[src/hw/rtl/two_phase_envelope_generator_macros.svh]
// Assertion macros for the two-phase envelope generator.
`ifndef TWO_PHASE_ENVELOPE_GENERATOR_MACROS_SVH
`define TWO_PHASE_ENVELOPE_GENERATOR_MACROS_SVH

// Property checked on every clock edge outside reset.
`define TPEG_ASSERT(lbl, prop, msg) \
   lbl: assert property (@(posedge clock) disable iff (reset) (prop)) else $error(msg);

// Condition in one cycle implies a consequence in the next.
`define TPEG_ASSERT_NEXT(lbl, ante, cons, msg) \
   lbl: assert property (@(posedge clock) disable iff (reset) (ante) |=> (cons)) \
      else $error(msg);

`endif

[src/hw/rtl/tpeg_pkg.sv]
// Shared types and constants for the two-phase envelope generator.
package tpeg_pkg;

   localparam int unsigned CSR_IDX_W = 3;

   // action codes
   localparam logic [1:0] ACT_TICK    = 2'd0;
   localparam logic [1:0] ACT_KEY_ON  = 2'd1;
   localparam logic [1:0] ACT_RELEASE = 2'd2;

   // phase codes
   localparam logic [1:0] PH_IDLE    = 2'd0;
   localparam logic [1:0] PH_ATTACK  = 2'd1;
   localparam logic [1:0] PH_DECAY   = 2'd2;
   localparam logic [1:0] PH_RELEASE = 2'd3;

   // register indexes
   localparam logic [CSR_IDX_W-1:0] CSR_ATTACK_STEP    = 3'd0;
   localparam logic [CSR_IDX_W-1:0] CSR_ATTACK_LENGTH  = 3'd1;
   localparam logic [CSR_IDX_W-1:0] CSR_DECAY_STEP     = 3'd2;
   localparam logic [CSR_IDX_W-1:0] CSR_DECAY_LENGTH   = 3'd3;
   localparam logic [CSR_IDX_W-1:0] CSR_RELEASE_STEP   = 3'd4;
   localparam logic [CSR_IDX_W-1:0] CSR_RELEASE_LENGTH = 3'd5;
   localparam logic [CSR_IDX_W-1:0] CSR_RATE_RDROP     = 3'd6;
   localparam logic [CSR_IDX_W-1:0] CSR_START_DDROP    = 3'd7;

   localparam logic [6:0] ATTEN_MAX   = 7'h7F;
   localparam logic [7:0] AUDIBLE_MIN = 8'h88;
   localparam logic [7:0] LEVEL_MAX   = 8'hFF;
   localparam logic [7:0] STEP_MASK   = 8'hFE;
   localparam logic [7:0] HI_NIB_MASK = 8'hF0;
   localparam logic [7:0] LO_NIB_MASK = 8'h0F;

   typedef struct packed {
      logic [1:0] action;
      logic [6:0] attenuation;
      logic [7:0] fade_level;
   } req_type;

   typedef struct packed {
      logic [7:0] voice_level;
      logic       audible;
      logic [7:0] env_value;
      logic [1:0] phase_now;
   } rsp_type;

   // envelope after the current request
   typedef struct packed {
      logic [7:0] level;
      logic [1:0] phase;
   } env_type;

endpackage

[src/hw/rtl/tpeg_core.sv]
// Envelope state registers, patch registers and per-request state update.
module tpeg_core (
   input  logic                          clock,
   input  logic                          reset,
   input  logic                          csr_wr_en,
   input  logic [tpeg_pkg::CSR_IDX_W-1:0] csr_index,
   input  logic [7:0]                    csr_data,
   input  logic                          fire,
   input  logic [1:0]                    action,
   output tpeg_pkg::env_type             env_next
);
   import tpeg_pkg::*;

   logic [7:0] attack_step_ff, attack_length_ff, decay_step_ff, decay_length_ff;
   logic [7:0] release_step_ff, release_length_ff, rate_rdrop_ff, start_ddrop_ff;

   logic [7:0] level_ff, level_in;
   logic [1:0] phase_ff, phase_in;
   logic [7:0] step_amount_ff, step_amount_in;
   logic [7:0] steps_left_ff, steps_left_in;
   logic [7:0] wait_count_ff, wait_count_in;

   function automatic logic [7:0] sat_sub(input logic [7:0] a, input logic [7:0] b);
      return (a >= b) ? 8'(a - b) : 8'd0;
   endfunction

   function automatic logic [7:0] apply_step(input logic [7:0] lv, input logic [7:0] st);
      logic [8:0] sum;
      sum = {1'b0, lv} + {1'b0, st};
      if (st[0]) return sat_sub(lv, st & STEP_MASK);
      return sum[8] ? LEVEL_MAX : sum[7:0];
   endfunction

   always_ff @(posedge clock) begin
      if (reset) begin
         attack_step_ff    <= '0;
         attack_length_ff  <= '0;
         decay_step_ff     <= '0;
         decay_length_ff   <= '0;
         release_step_ff   <= '0;
         release_length_ff <= '0;
         rate_rdrop_ff     <= '0;
         start_ddrop_ff    <= '0;
      end else if (csr_wr_en) begin
         unique case (csr_index)
            CSR_ATTACK_STEP:    attack_step_ff    <= csr_data;
            CSR_ATTACK_LENGTH:  attack_length_ff  <= csr_data;
            CSR_DECAY_STEP:     decay_step_ff     <= csr_data;
            CSR_DECAY_LENGTH:   decay_length_ff   <= csr_data;
            CSR_RELEASE_STEP:   release_step_ff   <= csr_data;
            CSR_RELEASE_LENGTH: release_length_ff <= csr_data;
            CSR_RATE_RDROP:     rate_rdrop_ff     <= csr_data;
            CSR_START_DDROP:    start_ddrop_ff    <= csr_data;
            default: ;
         endcase
      end
   end

   always_comb begin
      logic [7:0] wait_dec;
      logic [7:0] steps_dec;
      logic [7:0] stepped;
      wait_dec  = 8'(wait_count_ff - 8'd1);
      steps_dec = 8'(steps_left_ff - 8'd1);
      stepped   = apply_step(level_ff, step_amount_ff);

      level_in       = level_ff;
      phase_in       = phase_ff;
      step_amount_in = step_amount_ff;
      steps_left_in  = steps_left_ff;
      wait_count_in  = wait_count_ff;

      unique case (action)
         ACT_TICK: begin
            wait_count_in = wait_dec;
            if (wait_dec == 8'd0) begin
               wait_count_in = rate_rdrop_ff & LO_NIB_MASK;
               if (phase_ff != PH_IDLE) begin
                  level_in      = stepped;
                  steps_left_in = steps_dec;
                  if (steps_dec == 8'd0) begin
                     if (phase_ff == PH_ATTACK) begin
                        phase_in       = PH_DECAY;
                        steps_left_in  = decay_length_ff;
                        step_amount_in = decay_step_ff;
                        level_in       = sat_sub(stepped, start_ddrop_ff & HI_NIB_MASK);
                     end else begin
                        phase_in = PH_IDLE;
                     end
                  end
               end
            end
         end
         ACT_KEY_ON: begin
            level_in       = {start_ddrop_ff[3:0], 4'd0};
            phase_in       = PH_ATTACK;
            steps_left_in  = attack_length_ff;
            step_amount_in = attack_step_ff;
            wait_count_in  = 8'd1;
         end
         ACT_RELEASE: begin
            level_in       = sat_sub(level_ff, rate_rdrop_ff & HI_NIB_MASK);
            phase_in       = PH_RELEASE;
            steps_left_in  = release_length_ff;
            step_amount_in = release_step_ff;
         end
         default: ;  // unused action leaves the state alone
      endcase
   end

   always_ff @(posedge clock) begin
      if (reset) begin
         level_ff       <= '0;
         phase_ff       <= PH_IDLE;
         step_amount_ff <= '0;
         steps_left_ff  <= '0;
         wait_count_ff  <= '0;
      end else if (fire) begin
         level_ff       <= level_in;
         phase_ff       <= phase_in;
         step_amount_ff <= step_amount_in;
         steps_left_ff  <= steps_left_in;
         wait_count_ff  <= wait_count_in;
      end
   end

   assign env_next.level = level_in;
   assign env_next.phase = phase_in;

endmodule

[src/hw/rtl/tpeg_level.sv]
// Output level: envelope high nibble times volume from attenuation plus fade.
module tpeg_level (
   input  tpeg_pkg::env_type env,
   input  logic [6:0]        attenuation,
   input  logic [7:0]        fade_level,
   output tpeg_pkg::rsp_type rsp
);
   import tpeg_pkg::*;

   logic [8:0] atten_sum;
   logic [6:0] atten_sat;
   logic [3:0] volume;
   logic [7:0] product;

   always_comb begin
      atten_sum = {2'b00, attenuation} + {1'b0, fade_level};
      atten_sat = (atten_sum > {2'b00, ATTEN_MAX}) ? ATTEN_MAX : atten_sum[6:0];
      volume    = ~atten_sat[6:3];
      product   = {4'd0, env.level[7:4]} * {4'd0, volume};

      rsp.voice_level = product;
      rsp.audible     = (product >= AUDIBLE_MIN);
      rsp.env_value   = env.level;
      rsp.phase_now   = env.phase;
   end

endmodule

[src/hw/rtl/two_phase_envelope_generator.sv]
// Top level of the two-phase envelope generator: request and result registers.
// One voice envelope (attack, decay, release). Every request (tick, key-on,
// release) yields exactly one result carrying the updated envelope level,
// phase and output level. The block takes one request per clock cycle while
// no result is stalled; the request register feeds a single state-update
// pass into the result register. A stalled result holds the result register
// and then the request register; the request side stalls only when both are
// full. Patch registers are written through the csr_ port; the user must do so
// only while no request is pending, as the block does not enforce this.
`include "two_phase_envelope_generator_macros.svh"

module two_phase_envelope_generator (
   input  logic                           clock,
   input  logic                           reset,
   input  logic                           req_valid,
   output logic                           req_stall,
   input  tpeg_pkg::req_type              req_data,
   output logic                           rsp_valid,
   input  logic                           rsp_stall,
   output tpeg_pkg::rsp_type              rsp_data,
   input  logic                           csr_wr_en,
   input  logic [tpeg_pkg::CSR_IDX_W-1:0] csr_index,
   input  logic [7:0]                     csr_data
);
   import tpeg_pkg::*;

   logic    in_valid_ff, in_valid_in;
   req_type in_data_ff;
   logic    rsp_valid_ff, rsp_valid_in;
   rsp_type rsp_data_ff, rsp_data_in;

   logic    out_free;
   logic    fire;
   logic    req_accept;
   env_type env_next;
   logic    audible_want;

   assign out_free   = !rsp_valid_ff || !rsp_stall;
   assign fire       = in_valid_ff && out_free;
   assign req_stall  = in_valid_ff && !out_free;
   assign req_accept = req_valid && !req_stall;

   tpeg_core u_core (
      .clock     (clock),
      .reset     (reset),
      .csr_wr_en (csr_wr_en),
      .csr_index (csr_index),
      .csr_data  (csr_data),
      .fire      (fire),
      .action    (in_data_ff.action),
      .env_next  (env_next)
   );

   tpeg_level u_level (
      .env         (env_next),
      .attenuation (in_data_ff.attenuation),
      .fade_level  (in_data_ff.fade_level),
      .rsp         (rsp_data_in)
   );

   always_comb begin
      in_valid_in  = req_accept ? 1'b1 : (fire ? 1'b0 : in_valid_ff);
      rsp_valid_in = fire ? 1'b1 : (rsp_stall ? rsp_valid_ff : 1'b0);
   end

   always_ff @(posedge clock) begin
      if (reset) begin
         in_valid_ff  <= 1'b0;
         rsp_valid_ff <= 1'b0;
      end else begin
         in_valid_ff  <= in_valid_in;
         rsp_valid_ff <= rsp_valid_in;
      end
   end

   always_ff @(posedge clock) begin
      if (req_accept) in_data_ff <= req_data;
      if (fire)       rsp_data_ff <= rsp_data_in;
   end

   assign rsp_valid = rsp_valid_ff;
   assign rsp_data  = rsp_data_ff;

   assign audible_want = (rsp_data.voice_level >= AUDIBLE_MIN);

   `TPEG_ASSERT(a_stall_needs_request, !req_stall || in_valid_ff, "stall without request")
   `TPEG_ASSERT_NEXT(a_request_moves, in_valid_ff && !rsp_valid_ff, rsp_valid, "request lost")
   `TPEG_ASSERT(a_level_range, !rsp_valid || (rsp_data.voice_level <= 8'd225), "level range")
   `TPEG_ASSERT(a_audible_match, !rsp_valid || (rsp_data.audible == audible_want), "audible flag")

endmodule

[config.mk]
export PLATFORM = sky130hd
export DESIGN_NAME = two_phase_envelope_generator
export DESIGN_NICKNAME = d
export VERILOG_FILES = /design/src/hw/rtl/tpeg_pkg.sv /design/src/hw/rtl/tpeg_core.sv /design/src/hw/rtl/tpeg_level.sv /design/src/hw/rtl/two_phase_envelope_generator.sv
export VERILOG_INCLUDE_DIRS = /design/src /design/src/hw/rtl
export SDC_FILE = /design/constraint.sdc
export NUM_CORES = 1
export LEC_CHECK = 0
export BUFFER_PORTS_ARGS = -buffer_cell sky130_fd_sc_hd__buf_2
export CELL_PAD_IN_SITES_DETAIL_PLACEMENT = 1
export CELL_PAD_IN_SITES_GLOBAL_PLACEMENT = 1
export CORE_MARGIN = 4
export CORE_UTILIZATION = 41
export DETAILED_ROUTE_END_ITERATION = 12
export PLACE_DENSITY = 0.7
export SYNTH_ARGS = -nofsm -noshare
export SYNTH_HDL_FRONTEND = slang
export SYNTH_SLANG_ARGS = --single-unit
[constraint.sdc]
create_clock -name clock -period 18.1 [get_ports clock]
set_input_delay 3.62 -clock clock [delete_from_list [all_inputs] [get_ports clock]]
set_output_delay 3.62 -clock clock [all_outputs]
set_load 0.02 [all_outputs]
### After elaboration in Yosys (flattened, before gate mapping)

Cells that the tools add are included.

* flip-flop bits (word level): 136
* input port bits: 33
* output and inout bits: 21
* word-level logic and storage cells: 112

* add/sub/neg operators: 7
* multiply operators: 1
* $lt $le $gt $ge: 5
* eq/ne operators: 15
* multiplexer cells: 34
* bitwise operators: 1
* reduce and logical (&&, ||, !) cells: 27

Operator list (count)
* $mux 8: 19
* $pmux 8 s3: 3
* $ge 8x8->1: 3
* $sub 8x8->8: 3
* $reduce_and 2->1: 9
* $logic_not 8->1: 2
* $pmux 8 s2: 1
* $sub 8x1->8 const B: 2
* $eq 3x3->1 const B: 4
* $ne 2x1->1 const B: 5
* $add 7x8->9: 1
* $add 8x8->9: 1
* $gt 9x7->1 const B: 1
* $ge 8x8->1 const B: 1
* $mul 4x4->8: 1
* $mux 2: 4
* $mux 7: 1
* $eq 3x2->1 const B: 2
* $pmux 2 s3: 1
* $reduce_and 6->1: 1
* $reduce_bool 2->1: 3
* $mux 1: 5
* $eq 2x1->1 const B: 2
* $logic_not 1->1: 4
* other kinds (9): 11

### Longest topological paths before layout

Gate-level depths: netlist (run 1).

* depth in word-level cells: 13
* mapped depth: 27
* depth with buffers taken out: 27

### Cells and area by module

A second synthesis (run 1) with hierarchy kept.

* cell total of the unflattened synthesis: 970
* area total of the unflattened synthesis: 8111.5 um^2

Modules (own cells, without submodules)
* tpeg_core: instances 1, cells each 810, area an instance 6060.8 um^2, seq. area each 1961.9 um^2
* two_phase_envelope_generator: instances 1, cells each 46, area an instance 1167.4 um^2, seq. area each 1121.1 um^2
* tpeg_level: instances 1, cells each 114, area an instance 883.3 um^2, seq. area each 0.0 um^2

### Least setup slack after synthesis (run 1)

Ideal clock, no wire load.

* kind: in2out
* from: input port rsp_stall
* to: output port req_stall
* arrival time: 3906 ps
* data required time: 14480 ps
* setup slack: 10574 ps
* cell stages on the path: 1
* buffers on the path: 0
* path through: and3_1

* word-level cells in the longest chain between the ends: 4

Ends and longest elaborated chain
* from (decl): line two_phase_envelope_generator.sv:19 `input logic rsp_stall,`
* $logic_not 1->1: line two_phase_envelope_generator.sv:38 `assign out_free = !rsp_valid_ff || !rsp_stall;`
* $logic_or 1x1->1: line two_phase_envelope_generator.sv:38
* $logic_not 1->1: line two_phase_envelope_generator.sv:40 `assign req_stall = in_valid_ff && !out_free;`
* $logic_and 1x1->1: line two_phase_envelope_generator.sv:40
* to (decl): line two_phase_envelope_generator.sv:16 `output logic req_stall,`

Every way passes these cells.

### Worst setup path after layout (run 1)

Ends and elaborated chain as after synthesis.

==> results by group, run 1 <==
Critical path
  – CP Class: in -> out
  – Slowest-stage cell, CP: and3_1
  – Most used cell, CP: buf_2
  – CP Cell Sequence: buf_2 -> and3_1 -> buf_2
  – CP max FO: 3
  – CP max stage delay: roughly 200 ps
  – Element type at the critical path start: input pin
  – Sum of buffers and inverters on the critical path: 2
  – CP required: about 14000 ps
  – CP Capture Type: output pin
  – Crit path max-delay family: buffers and inverters
  – Critical Path AT: 4100 ps

Synthesis
  – Synth warn: 0
  – Post-synthesis cell count: 908
  – Largest family of logic cells by synthesized area: compound AO/OA/AOI/OAI gates
  – Distinct cells, synth: about 70
  – Top FF cell, synth: dfxtp_1
  – Register area share after synthesis: 40.0%
  – Compound-gate portion of the synthesized area: 21.9%
  – Adder-Cell Fraction of Synth Area: 10.5%
  – Synth Area in Simple Gates: 18.8%
  – Fraction of synthesized cell area in xor and xnor cells: 2.50%
  – EDFF count, synth: 36
  – Mux contribution to synthesized area: under 10%
  – Synthesized area: 7710 um2
  – Async SR Flop Fraction: 0%
  – Syn_nets: 1000
  – Post-Syn Area per Cell: approximately 8.5 um2
  – Seq cells post-synth: 136

Die
  – Top-Level Pins: 54
  – Starting density of the core: 42.3%
  – Placeable Area: about 18000 um2
  – Floorplan row count: 49
  – Die height: around 150 um
  – Die footprint: 21100 um2
  – DIE WIDTH: 145 um

Pwr
  – Clock power frac: about 42%
  – Cell leakage power: 3.29 nW
  – Total internal power: 0.543 mW
  – Net Sw Frac: approximately 28%
  – Max VDD drop: 62.2 uV
  – PD cells: 87.6 nW/um2
  – Gate power share: 13.9%
  – Net Switching: 0.214 mW
  – Sequential group share of total power: ~44%

Clock tree
  – CTS tree: done
  – CTS buffer count: 17
  – Clock transition time at the flip-flop clock pins of the worst setup and hold paths: approximately 60 ps
  – CTS Root Cell: clkbuf_16
  – Skew-Pair Late Insertion Delay: between 400 and 500 ps
  – Hold Buf Count CTS: 0
  – Post-CTS Setup Bufs: 0
  – CTS resizes: 0
  – H-tree levels: 4
  – CTS max path bufs: 2
  – CTS sink count: 136

Finish
  – Post-layout util: 47.5%
  – Most frequent cells in the layout: nand2_1 (168), a21oi_1 (112), dfxtp_1 (100)
  – Nets: 1031
  – Largest regs: rsp_data (19), in_data_ff (17)
  – Max reg flops: 19
  – ANT cells: 0
  – Fin cells: about 1200
  – Area Overhead vs Synth: 12.2%
  – Layout cell share with drive strength beyond 1: between 10% and 20%
  – Top reg by flops: rsp_data
  – Commonest non-fill, non-tap cell in the layout: nand2_1

Detailed routing
  – Remaining DRCs: 0
  – Via-to-Cell Ratio: approximately 5.6
  – Top routing layer used: met4
  – Initial drt markers: 383
  – Number of antenna-violating nets in the routed design: 0
  – Met2 WL post-DR: 11.2 mm
  – Routed wl met3: approximately 650 um
  – Final WL: 22.3 mm
  – Routed via count: 6610
  – Wire length per cell: around 19 um
  – WL met1: approximately 10 mm
  – DRT Pass-1 Iters: 5

Global routing
  – Initial antenna violation count: 0
  – Grt ovf: 0
  – First-pass GRT wire length: 36.6 mm
  – Vias in the first global route: about 6900
  – Largest net degree at the start of global routing: 100
  – Global router's overall resource usage: 21.2%

Timing
  – Hold Slack: 457 ps
  – Clk_skew: ~17 ps
  – Setup TNS: 0 ps
  – Hold Vio Cnt, Final: 0
  – RSZ-0062 raised after global routing: no
  – Max Slew Vio Count: 0
  – Slew HR: 28.1%
  – FMAX: around 0.13 GHz
  – Crit share post-route: between 40% and 50%
  – Final Setup Violations: 0
  – Final Critical Period: 7720 ps
  – Worst Tran Pin Value: 1070 ps

Place
  – Post-DP HPWL: 16.3 mm
  – Buffers on Ports: 53
  – Inst Count DP: 1149
  – RD Place Congestion: 0.829

Run status
  – Status: completed

Worst hold path
  – Worst min-delay path category: reg -> reg

Flow run
  – MaxCap Viol Count: 0
==> final timing paths <==
kind | start | cells past startpoint | slack (ps) | endpoint
setup reg to reg | u_core.step_amount_ff[0] | 22 | 11110 | rsp_data[10]
hold / removal | u_core.release_length_ff[4] | 2 | 460 | u_core.release_length_ff[4]
setup / recovery | rsp_stall | 3 | 10380 | req_stall
hold reg to reg | u_core.release_length_ff[4] | 2 | 460 | u_core.release_length_ff[4]
==> worst min-delay path: stages, from the launching register on <==
cell and delay (ps):
dfxtp_1 310, nand2_1 50, a21oi_1 50
==> layout make-up <==
| class | instances | area (um2) |
|---|---|---|
| Inverter | 49 | 184 |
| Sequential cell | 136 | 3080 |
| Fill cell | 2151 | 9560 |
| Timing Repair Buffer | 59 | 310 |
| Clock inverter | 10 | 72.6 |
| Multi-Input combinational cell | 676 | 4250 |
| Clock buffer | 22 | 464 |
| Tap cell | 229 | 287 |
==> cell usage after synthesis (8+ instances only) <==
cell / n / share of area, %
a211oi_1: 16 / 1.6
a21o_1: 9 / 0.88
a21oi_1: 112 / 7.3
a221o_1: 12 / 1.6
a22oi_1: 8 / 0.78
buf_1: 10 / 0.49
buf_2: 8 / 0.52
clkbuf_1: 28 / 1.4
dfxtp_1: 100 / 26
edfxtp_1: 36 / 14
fa_1: 9 / 2.3
ha_1: 50 / 8.1
inv_1: 48 / 2.3
mux2i_1: 10 / 1.3
nand2_1: 168 / 8.2
nand2b_1: 9 / 0.73
nand3_1: 13 / 0.84
nor2_1: 68 / 3.3
nor2b_1: 11 / 0.89
nor3_1: 17 / 1.1
o2111ai_1: 8 / 0.91
o21ai_0: 17 / 1.1
o21ai_1: 14 / 0.91
xnor2_1: 15 / 1.7
==> logic make-up after synthesis <==
kind of cell,Yosys count
AND/OR/NAND/NOR,327
adder cells (fa/ha/maj),59
multiplexers,11
flip-flops,136
buffers and inverters,96
XOR/XNOR,22
AO/OA/AOI/OAI,257
==> per-stage QoR <==
stage,power (mW),instance area (um2),worst slack (ps)
2_1_floorplan,0.410,7710,10570
3_3_place_gp,0.437,8110,10400
3_5_place_dp,0.442,8110,10380
4_1_cts,0.763,8650,10380
5_1_grt,0.789,8650,10360
6_report,0.757,8650,10380
==> power groups by stage <==
stage / Clock (mW) / Sequential [mW] / Combinational [mW]
2_1_floorplan: 0 / 0.337 / 0.0728
3_3_place_gp: 0 / 0.337 / 0.101
3_5_place_dp: 0 / 0.337 / 0.104
4_1_cts: 0.326 / 0.331 / 0.106
5_1_grt: 0.340 / 0.332 / 0.117
6_report: 0.321 / 0.331 / 0.105
==> routing by layer <==
| layer | vias to the layer above | GRT usage [%] |
|---|---|---|
| met5 | - | 0 |
| met2 | 93 | 37.1 |
| met4 | 0 | 6.51 |
| li1 | 3280 | - |
| met1 | 3212 | 26.9 |
| met3 | 25 | 3.62 |
No activity file was read; power rests on OpenSTA's default activity.
==> run 2, diff against run 1 <==
PLACE_DENSITY = 0.73   (was 0.7)
clock period = 6.34 ns   (was 18.1 ns; I/O delays follow)
==> run 2 against run 1 <==
  * Via count grew 2.9%
  * Combinational power grew to 3.0 times the previous value
  * Highest routed layer unchanged
  * Sequential power grew to 2.8 times the previous value
==> results by group, run 2 (synthesized netlist as in run 1, its figures left out) <==
Run status
  – Status: completed

Detailed routing
  – Final WL: between 20 and 25 mm
  – Routed via count: slightly below 7000
  – Via-to-Cell Ratio: 5.63
  – Wire length per cell: 18.5 um
  – Remaining DRCs: 0
  – Initial drt markers: 484
  – Number of antenna-violating nets in the routed design: 0
  – DRT Pass-1 Iters: 5

Critical path
  – CP required: 6510 ps
  – Element type at the critical path start: flip-flop
  – CP Class: reg -> reg
  – CP Capture Type: flip-flop
  – CP max FO: 8
  – Critical Path AT: 6270 ps

Die
  – Placeable Area: 18200 um2
  – DIE WIDTH: 145 um
  – Die footprint: 21100 um2
  – Starting density of the core: 42.3%
  – Floorplan row count: between 40 and 50
  – Die height: about 150 um
  – Top-Level Pins: 54

Clock tree
  – CTS max path bufs: 2
  – CTS buffer count: 17
  – Hold Buf Count CTS: 0
  – CTS Root Cell: clkbuf_16
  – Clock transition time at the flip-flop clock pins of the worst setup and hold paths: 60 ps
  – H-tree levels: 4
  – Skew-Pair Late Insertion Delay: 430 ps
  – CTS tree: done
  – CTS sink count: 136

Global routing
  – Initial antenna violation count: 0
  – Largest net degree at the start of global routing: 42
  – Vias in the first global route: 7001
  – Grt ovf: 0
  – First-pass GRT wire length: 36.6 mm
  – Global router's overall resource usage: a little over a fifth

Finish
  – Fin cells: 1207
  – Max reg flops: 19
  – ANT cells: 0
  – Layout cell share with drive strength beyond 1: 14.7%
  – Nets: 1057
  – Top reg by flops: rsp_data
  – Commonest non-fill, non-tap cell in the layout: nand2_1
  – Area Overhead vs Synth: 16.6%
  – Most frequent cells in the layout: nand2_1 (168), a21oi_1 (109), dfxtp_1 (97)
  – Largest regs: rsp_data (19), in_data_ff (17)

Place
  – Inst Count DP: 1172
  – Post-DP HPWL: between 15 and 20 mm
  – Buffers on Ports: 53
  – RD Place Congestion: approximately 0.87

Timing
  – Hold Vio Cnt, Final: 0
  – Final Setup Violations: 0
  – Slew HR: 28.5%
  – Clk_skew: 10.6 ps
  – Final Critical Period: 6090 ps
  – Worst Tran Pin Value: 1060 ps
  – FMAX: 0.164 GHz
  – Setup TNS: 0 ps
  – Crit share post-route: about 96%
  – Max Slew Vio Count: 0

Worst hold path
  – Worst min-delay path category: reg -> reg

Pwr
  – PD cells: between 200 and 300 nW/um2
  – Max VDD drop: roughly 200 uV
  – Cell leakage power: 3.44 nW

Flow run
  – MaxCap Viol Count: 0
## run 2: cell count changes in the layout (fill, tap and decap cells not counted), sizes merged
cell / before / now
buf: 59 / 85
clkinv: 7 / 3
clkbuf: 22 / 19
clkinvlp: 1 / 4
bufinv: 0 / 2
inv: 51 / 53
## run 2: metal layers
metal | up-vias | part of all wire (%) | GRT usage (%)
met4 | 0 | 2.2 | 6.65
li1 | 3326 | - | -
met2 | 130 | 48 | 36.3
met3 | 36 | 3.8 | 4.49
met1 | 3308 | 46 | 27.2
met5 | - | 0 | 0
## run 2: worst max-delay path, cell delays in order, from the launching register on
cell,delay (ps)
dfxtp_1,310
ha_1,230
fa_1,400
or2b_2,220
a211oi_2,80
or3_4,430
nor2_1,130
a211oi_2,80
buf_4,150
fa_1,430
a21o_1,190
a21oi_2,180
o31ai_4,110
a41o_1,260
a31oi_1,210
nand2b_1,170
fa_1,430
fa_1,600
inv_1,60
ha_1,280
a21o_1,190
a21oi_2,170
xnor2_1,100
o41a_1,400
## run 2: through the flow
step	power (mW)	utilization, %	hold WS (ps)	area (um2)	setup WS, ps
final	2.29	49.3	456	8980	247
after global routing	2.39	49.3	476	8980	-53.8
after CTS	2.30	48.9	457	8900	32.2
after detailed placement	1.27	45.5	448	8280	-1.09
after global placement	1.26	45.5	444	8280	193
after floorplan	1.17	-	436	7710	300
## run 2: final cells by class
type	instances	area, um2
clock buffers	19	464
clock inverters	13	141
fillers	2174	9230
inverters	49	184
multi-input cells	676	4320
flip-flops and latches	136	3090
well taps	229	287
repair buffers	85	505
## run 2: worst paths after layout
path / from / end / slack, ps / depth (start not counted)
max reg2reg: u_core.step_amount_ff[0] / rsp_data[10] / 250 / 23
min reg2reg: u_core.release_length_ff[2] / u_core.release_length_ff[2] / 460 / 2
min: u_core.release_length_ff[2] / u_core.release_length_ff[2] / 460 / 2
max: u_core.step_amount_ff[0] / rsp_data[10] / 250 / 23
## run 2: report_power, final
group,internal [mW],switching [mW]
sequential,0.923,0.0195
combinational,0.117,0.203
clock,0.615,0.413
## run 2: what timing repair did
| action | 4_1_cts | 5_1_grt |
|---|---|---|
| gates resized for setup | 2 | 14 |
| setup endpoints to repair | 1 | 2 |
| cloned | 0 | 0 |
| buffers inserted | 0 | 3 |
| pin swaps | 0 | 3 |
